===== config.mk =====
export PLATFORM = sky130hd
export DESIGN_NAME = ncsq_ctrl
export DESIGN_NICKNAME = d
export VERILOG_FILES = /design/src/ncsq_pkg.sv /design/src/ncsq_ctrl.sv
export SDC_FILE = /design/constraint.sdc
export NUM_CORES = 1
export LEC_CHECK = 0
export ABC_AREA = 0
export BUFFER_PORTS_ARGS = -buffer_cell sky130_fd_sc_hd__buf_2
export CORE_AREA = 2 2 39 41
export DETAILED_ROUTE_END_ITERATION = 10
export DIE_AREA = 0 0 41 43
export GPL_ROUTABILITY_DRIVEN = 0
export GPL_TIMING_DRIVEN = 0
export SYNTH_ARGS = -nofsm -noshare
export SYNTH_HDL_FRONTEND = slang
export SYNTH_SLANG_ARGS = --single-unit

===== constraint.sdc =====
create_clock -name clk -period 1.7 [get_ports clk]
set_input_delay 0.34 -clock clk [delete_from_list [all_inputs] [get_ports clk]]
set_output_delay 0.34 -clock clk [all_outputs]
set_load 0.05 [all_outputs]

===== src/ncsq_pkg.sv =====
package ncsq_pkg;

  // Field widths of the stream payloads
  localparam int unsigned SMP_W      = 16;
  localparam int unsigned CODE_W     = 8;
  localparam int unsigned ERR_W      = 43;
  localparam int unsigned LVL_W      = 9;
  localparam int unsigned SQ_W       = 32;
  localparam int unsigned IN_DATA_W  = 40;
  localparam int unsigned OUT_DATA_W = 56;

  // Q1.14 unity and the saturation point of the Q15.28 error sum
  localparam logic signed [SMP_W-1:0] ONE_Q14   = 16'sd16384;
  localparam logic [LVL_W-1:0]        LVL_RESET = 9'd16;
  localparam logic [ERR_W:0]          ERR_MAX   = 44'h400_0000_0000;

  // Transaction kind carried on in_tuser
  typedef enum logic {
    FUNC_WRITE = 1'b0,
    FUNC_QUANT = 1'b1
  } func_t;

  typedef struct packed {
    logic cb_write;    // store centroid at entry_index
    logic start;       // capture sample, open the search window
    logic search;      // issue next search read (or first neighbor read)
    logic search_upd;  // narrow the window with the returned entry
    logic nbr_eval;    // compare the returned neighbor
    logic nbr_first;   // first neighbor seeds the best candidate
    logic sq_calc;     // square the winning distance
    logic finish;      // accumulate and load the output register
  } ncsq_cmd_t;

  typedef struct packed {
    logic more_search;
    logic nbr_more;
    logic out_free;
  } ncsq_sts_t;

endpackage


===== src/ncsq_ctrl.sv =====
module ncsq_ctrl (
  input  logic               clk,
  input  logic               rst_n,
  input  logic               in_tvalid,
  output logic               in_tready,
  input  logic               in_tuser,
  input  ncsq_pkg::ncsq_sts_t sts,
  output ncsq_pkg::ncsq_cmd_t cmd
);
  import ncsq_pkg::*;

  typedef enum logic [2:0] {
    ST_IDLE,
    ST_START,
    ST_SEARCH,
    ST_NBR_FIRST,
    ST_NBR,
    ST_SQUARE,
    ST_DONE
  } state_t;

  state_t state_r, state_nxt;
  logic   accept;

  assign in_tready = (state_r == ST_IDLE);
  assign accept    = in_tvalid && in_tready;

  always_comb begin
    cmd       = '0;
    state_nxt = state_r;
    unique case (state_r)
      ST_IDLE: begin
        if (accept) begin
          if (func_t'(in_tuser) == FUNC_QUANT) begin
            cmd.start = 1'b1;
            state_nxt = ST_START;
          end else begin
            cmd.cb_write = 1'b1;
          end
        end
      end
      ST_START: begin
        cmd.search = 1'b1;
        state_nxt  = sts.more_search ? ST_SEARCH : ST_NBR_FIRST;
      end
      ST_SEARCH: begin
        cmd.search     = 1'b1;
        cmd.search_upd = 1'b1;
        state_nxt      = sts.more_search ? ST_SEARCH : ST_NBR_FIRST;
      end
      ST_NBR_FIRST: begin
        cmd.nbr_eval  = 1'b1;
        cmd.nbr_first = 1'b1;
        state_nxt     = sts.nbr_more ? ST_NBR : ST_SQUARE;
      end
      ST_NBR: begin
        cmd.nbr_eval = 1'b1;
        state_nxt    = sts.nbr_more ? ST_NBR : ST_SQUARE;
      end
      ST_SQUARE: begin
        cmd.sq_calc = 1'b1;
        state_nxt   = ST_DONE;
      end
      ST_DONE: begin
        cmd.finish = sts.out_free;
        if (sts.out_free) begin
          state_nxt = ST_IDLE;
        end
      end
      default: state_nxt = ST_IDLE;
    endcase
  end

  always_ff @(posedge clk) begin
    if (!rst_n) begin
      state_r <= ST_IDLE;
    end else begin
      state_r <= state_nxt;
    end
  end

endmodule


=== Word level (Yosys, flattened, before mapping) ===
Index checks and enable logic that the tools add are counted.

* Bits in registers: 3
* Bits in latches: 0
* RAM bits: 0
* Bits in read-only memories: 0
* Bits of input ports: 7
* Output and inout bits: 9
* Word-level logic and storage cells: 31
* Memories: 0

* $add $sub $neg: 0
* $mul: 0
* Divide/modulo/power cells: 0
* Order comparisons: 0
* Equal/unequal tests: 9
* Shift-type cells: 0
* Multiplexer cells: 16
* Bitwise logic cells: 0
* Reductions and logical operators: 5

{| class="wikitable"
|+ Operator list
! operator !! count
|-
| $pmux W3 S5 || 1
|-
| $mux W1 || 10
|-
| $eq A3 B3 Y1 const B || 3
|-
| $mux W3 || 3
|-
| $eq A3 B2 Y1 const B || 2
|-
| $mux W2 || 2
|-
| $ne A2 B1 Y1 const B || 2
|-
| $reduce_or A2 Y1 || 2
|-
| $eq A3 B1 Y1 const B || 1
|-
| $logic_not A3 Y1 || 1
|-
| $reduce_and A3 Y1 || 1
|-
| $ne A2 B2 Y1 const B || 1
|-
| $logic_and A1 B1 Y1 || 1
|}

=== Logic depth before layout (Yosys ltp) ===
* Depth in word-level cells: 4
* Mapped depth: 4
* Gate-level depth less buffers: 3

=== Worst setup path before layout ===
OpenSTA, ideal clock, no wires.

* Path kind: reg2out
* From: register state_r[1]
* To: output cmd[7] (netlist name)
* Arrival time: 1.896 ns
* Required time: 1.360 ns
* Setup slack: -0.536 ns
* Stages on the path, launching flop included: 4
* Buffers on the path: 0
* Cells stage by stage: dfxtp_1 > nor3_2 > nand2_1 > nor2_1

{| class="wikitable"
|+ RTL lines
! element !! line !! text
|-
| start: declaration || ncsq_ctrl.sv:22 || <nowiki>state_t state_r, state_nxt;</nowiki>
|-
| start signal: assignment || ncsq_ctrl.sv:78 || <nowiki>state_r <= state_nxt;</nowiki>
|-
| end: declaration || ncsq_ctrl.sv:8 || <nowiki>output ncsq_pkg::ncsq_cmd_t cmd</nowiki>
|}

==> metrics <==
run status complete, no violations; sequential area share after synthesis 25.1%; required arrival time at the worst endpoint between 1 and 1.5 ns; post-synthesis register bit count 3; sum of negative setup slack 0 ns; worst clock skew 0.00484 ns; synthesized area per cell 7.47 sq um; sort of element at the end of the critical path output pin; vertical die dimension between 40 and 50 um; Non-Filler Cell Area, Final 378 sq um; count of buffers from port buffering 15; area inside the core boundary 1380 sq um; Cells after DPL 63; netlist area before placement 239 sq um; Lkg Pwr 0.000186 uW; die outline width 41 um; number of ports placed on the die boundary 16; All-Layer GR Usage between 8 and 9%; total detailed-routing wirelength just over 600 um; Initial DRC Count 2; Critical-path top delay cell sky130_fd_sc_hd__dfxtp_2; CP Buf/Inv Count 1; number of failing hold endpoints at the final stage 0; sinks on the clock net 3; net switching power 228 uW; Clock Tree Root sky130_fd_sc_hd__clkbuf_4; number of flip-flops in the largest register 3; maximum number of pins on one net before global-route repair 11; initial antenna violation count 0; net switching share of the total power 48.0%; uppermost metal layer occupied by signal nets met4; post-DR wirelength/cell 9.01 um; post-synthesis instance total 32; post-layout instance count excluding filler cells 67; DR DRC count 0; commonest cells after routing, fill and taps aside sky130_fd_sc_hd__buf_2, sky130_fd_sc_hd__nor2_1, sky130_fd_sc_hd__nand2_1; ratio of cells with drive above 1 in the final layout 54.9%; fin util 27.3%; number of unique standard cell types used by synthesis 19; Internal Power 246 uW; worst hold path class primary input to flip-flop; hold buffer count at cts 0; portion of total power attributed to the clock network 26.2%; startpoint type of the worst setup path flip-flop; H-Tree Level Count 1; number of failing setup endpoints in the final timing report 0; Yosys warning total 0; number of max-cap violations 0; post-layout power 474 uW; slew of the pin with the lowest slew margin 0.252 ns; total global routing overflow 0; wire length of the first global-routing pass a little over 900 um; share of power burned in registers 22.8%; crit share post-route 94.0%; Clock Tree Buf Depth 2; Gate power share between 50 and 60%; clock latency on the worst-skew pair ~0.23 ns; number of buffers created by CTS 3; number of pins exceeding their max-slew limit in the final report 0; Die Area between 1500 and 2000 sq um; Top delay family on crit path simple AND/OR/NAND/NOR gates; register clock-pin slew on the reported worst setup and hold paths 0.04 ns; amount of wire on met2 after detailed routing between 200 and 300 um; cells along the critical path nor3_4 > nand2_1 > nor2_4 > buf_2; number of global-route vias before repair 232; post-CTS setup buffer count 0; number of antenna repair diodes 0; mean number of vias per cell between 4 and 5; Power Dens Cells ~1300 nW/um^2; CP Class flip-flop to output pin; number of nets in the layout 59; CP arrival 1.26 ns; routed length on met1 266 um; TritonCTS clock tree done; overall via count from detail_route 281; HPWL Detailed 469 um; achievable clock frequency 626 MHz; relative max-transition margin a little over four fifths; maximum vdd drop 245 uV; clock period minus final worst setup slack 1.60 ns; Placement Rows 14; post-route ant nets 0; instance area at placement 349 sq um; met3 routed wirelength 39 um; effective utilization at floorplan between 10% and 20%; 1st-pass router iterations 4; top flop regs state_r: 3 flops; area growth from synthesis to final layout 58.1%; register name with the most flops state_r; most common cell after layout, fill and taps aside sky130_fd_sc_hd__buf_2; Synthesized Nets 39; Largest stage delay, worst path 0.36 ns; RSZ-0062 raised after global routing no; maximum fanout along the worst path 9
==> what timing repair did <==
action | CTS | global route
gates resized for setup | 1 | 1
gates cloned | 0 | 0
endpoints found under the setup margin | 1 | 3
==> cell type report <==
type	instances	area, sq um
well taps	16	20.0
fillers	171	1010
plain buffers	1	5.00
clock buffers	4	26.3
flip-flops and latches	3	62.6
multi-input cells	28	189
repair buffers	15	75.1
==> path summary, 6_finish.rpt <==
path                            startpoint          to  slack (ns)  cells past startpoint
worst min register to register  state_r[1]  state_r[0]        0.64                      3
worst max-delay path            state_r[1]      cmd[7]        0.10                      4
worst max register to register  state_r[2]  state_r[0]        0.62                      4
worst min-delay path                 rst_n  state_r[1]        0.36                      2
==> routing by layer <==
layer | vias up | track usage, %
met3 | 2 | 4.71
met2 | 7 | 9.69
met4 | 0 | 8.00
met1 | 123 | 10.3
li1 | 149 | -
met5 | - | 0
==> kinds of logic after synthesis <==
family	share of synthesized area [%]
simple gates	41.4
buf+inv	2.09
compound gates	31.4
flops	25.1
==> power by group through the flow <==
stage	registers (uW)	clock network, uW	logic, uW
final	108	124	242
after global routing	111	142	259
after CTS	107	129	244
after detailed placement	107	0	243
after global placement	106	0	241
after floorplan	102	0	197
==> Yosys cell counts <==
cell type                  instances  area share [%]
sky130_fd_sc_hd__nor2_1            5             7.9
sky130_fd_sc_hd__nand2_1           4             6.3
sky130_fd_sc_hd__a21oi_1           3             6.3
sky130_fd_sc_hd__dfxtp_1           3              25
sky130_fd_sc_hd__nand2b_1          2             5.2
sky130_fd_sc_hd__nor2b_1           2             5.2
sky130_fd_sc_hd__a211oi_1          1             3.1
sky130_fd_sc_hd__a211oi_2          1             5.2
sky130_fd_sc_hd__a21boi_1          1             3.1
sky130_fd_sc_hd__a21o_2            1             3.7
sky130_fd_sc_hd__and2_1            1             2.6
sky130_fd_sc_hd__and3_1            1             2.6
sky130_fd_sc_hd__and3b_4           1             5.2
sky130_fd_sc_hd__buf_2             1             2.1
sky130_fd_sc_hd__nor3_1            1             2.1
sky130_fd_sc_hd__nor3_2            1             4.2
sky130_fd_sc_hd__o21a_1            1             3.1
sky130_fd_sc_hd__o21ai_0           1             2.1
sky130_fd_sc_hd__o21bai_2          1             4.7
==> through the flow <==
stage | hold WS, ns | setup slack [ns]
final | 0.355 | 0.102
after floorplan | 0.458 | -0.0191
after detailed placement | 0.600 | 0.253
after global routing | 0.359 | 0.00964
after CTS | 0.358 | 0.0168
after global placement | 0.586 | 0.264
Note: power is estimated with default switching activity, not from simulation.
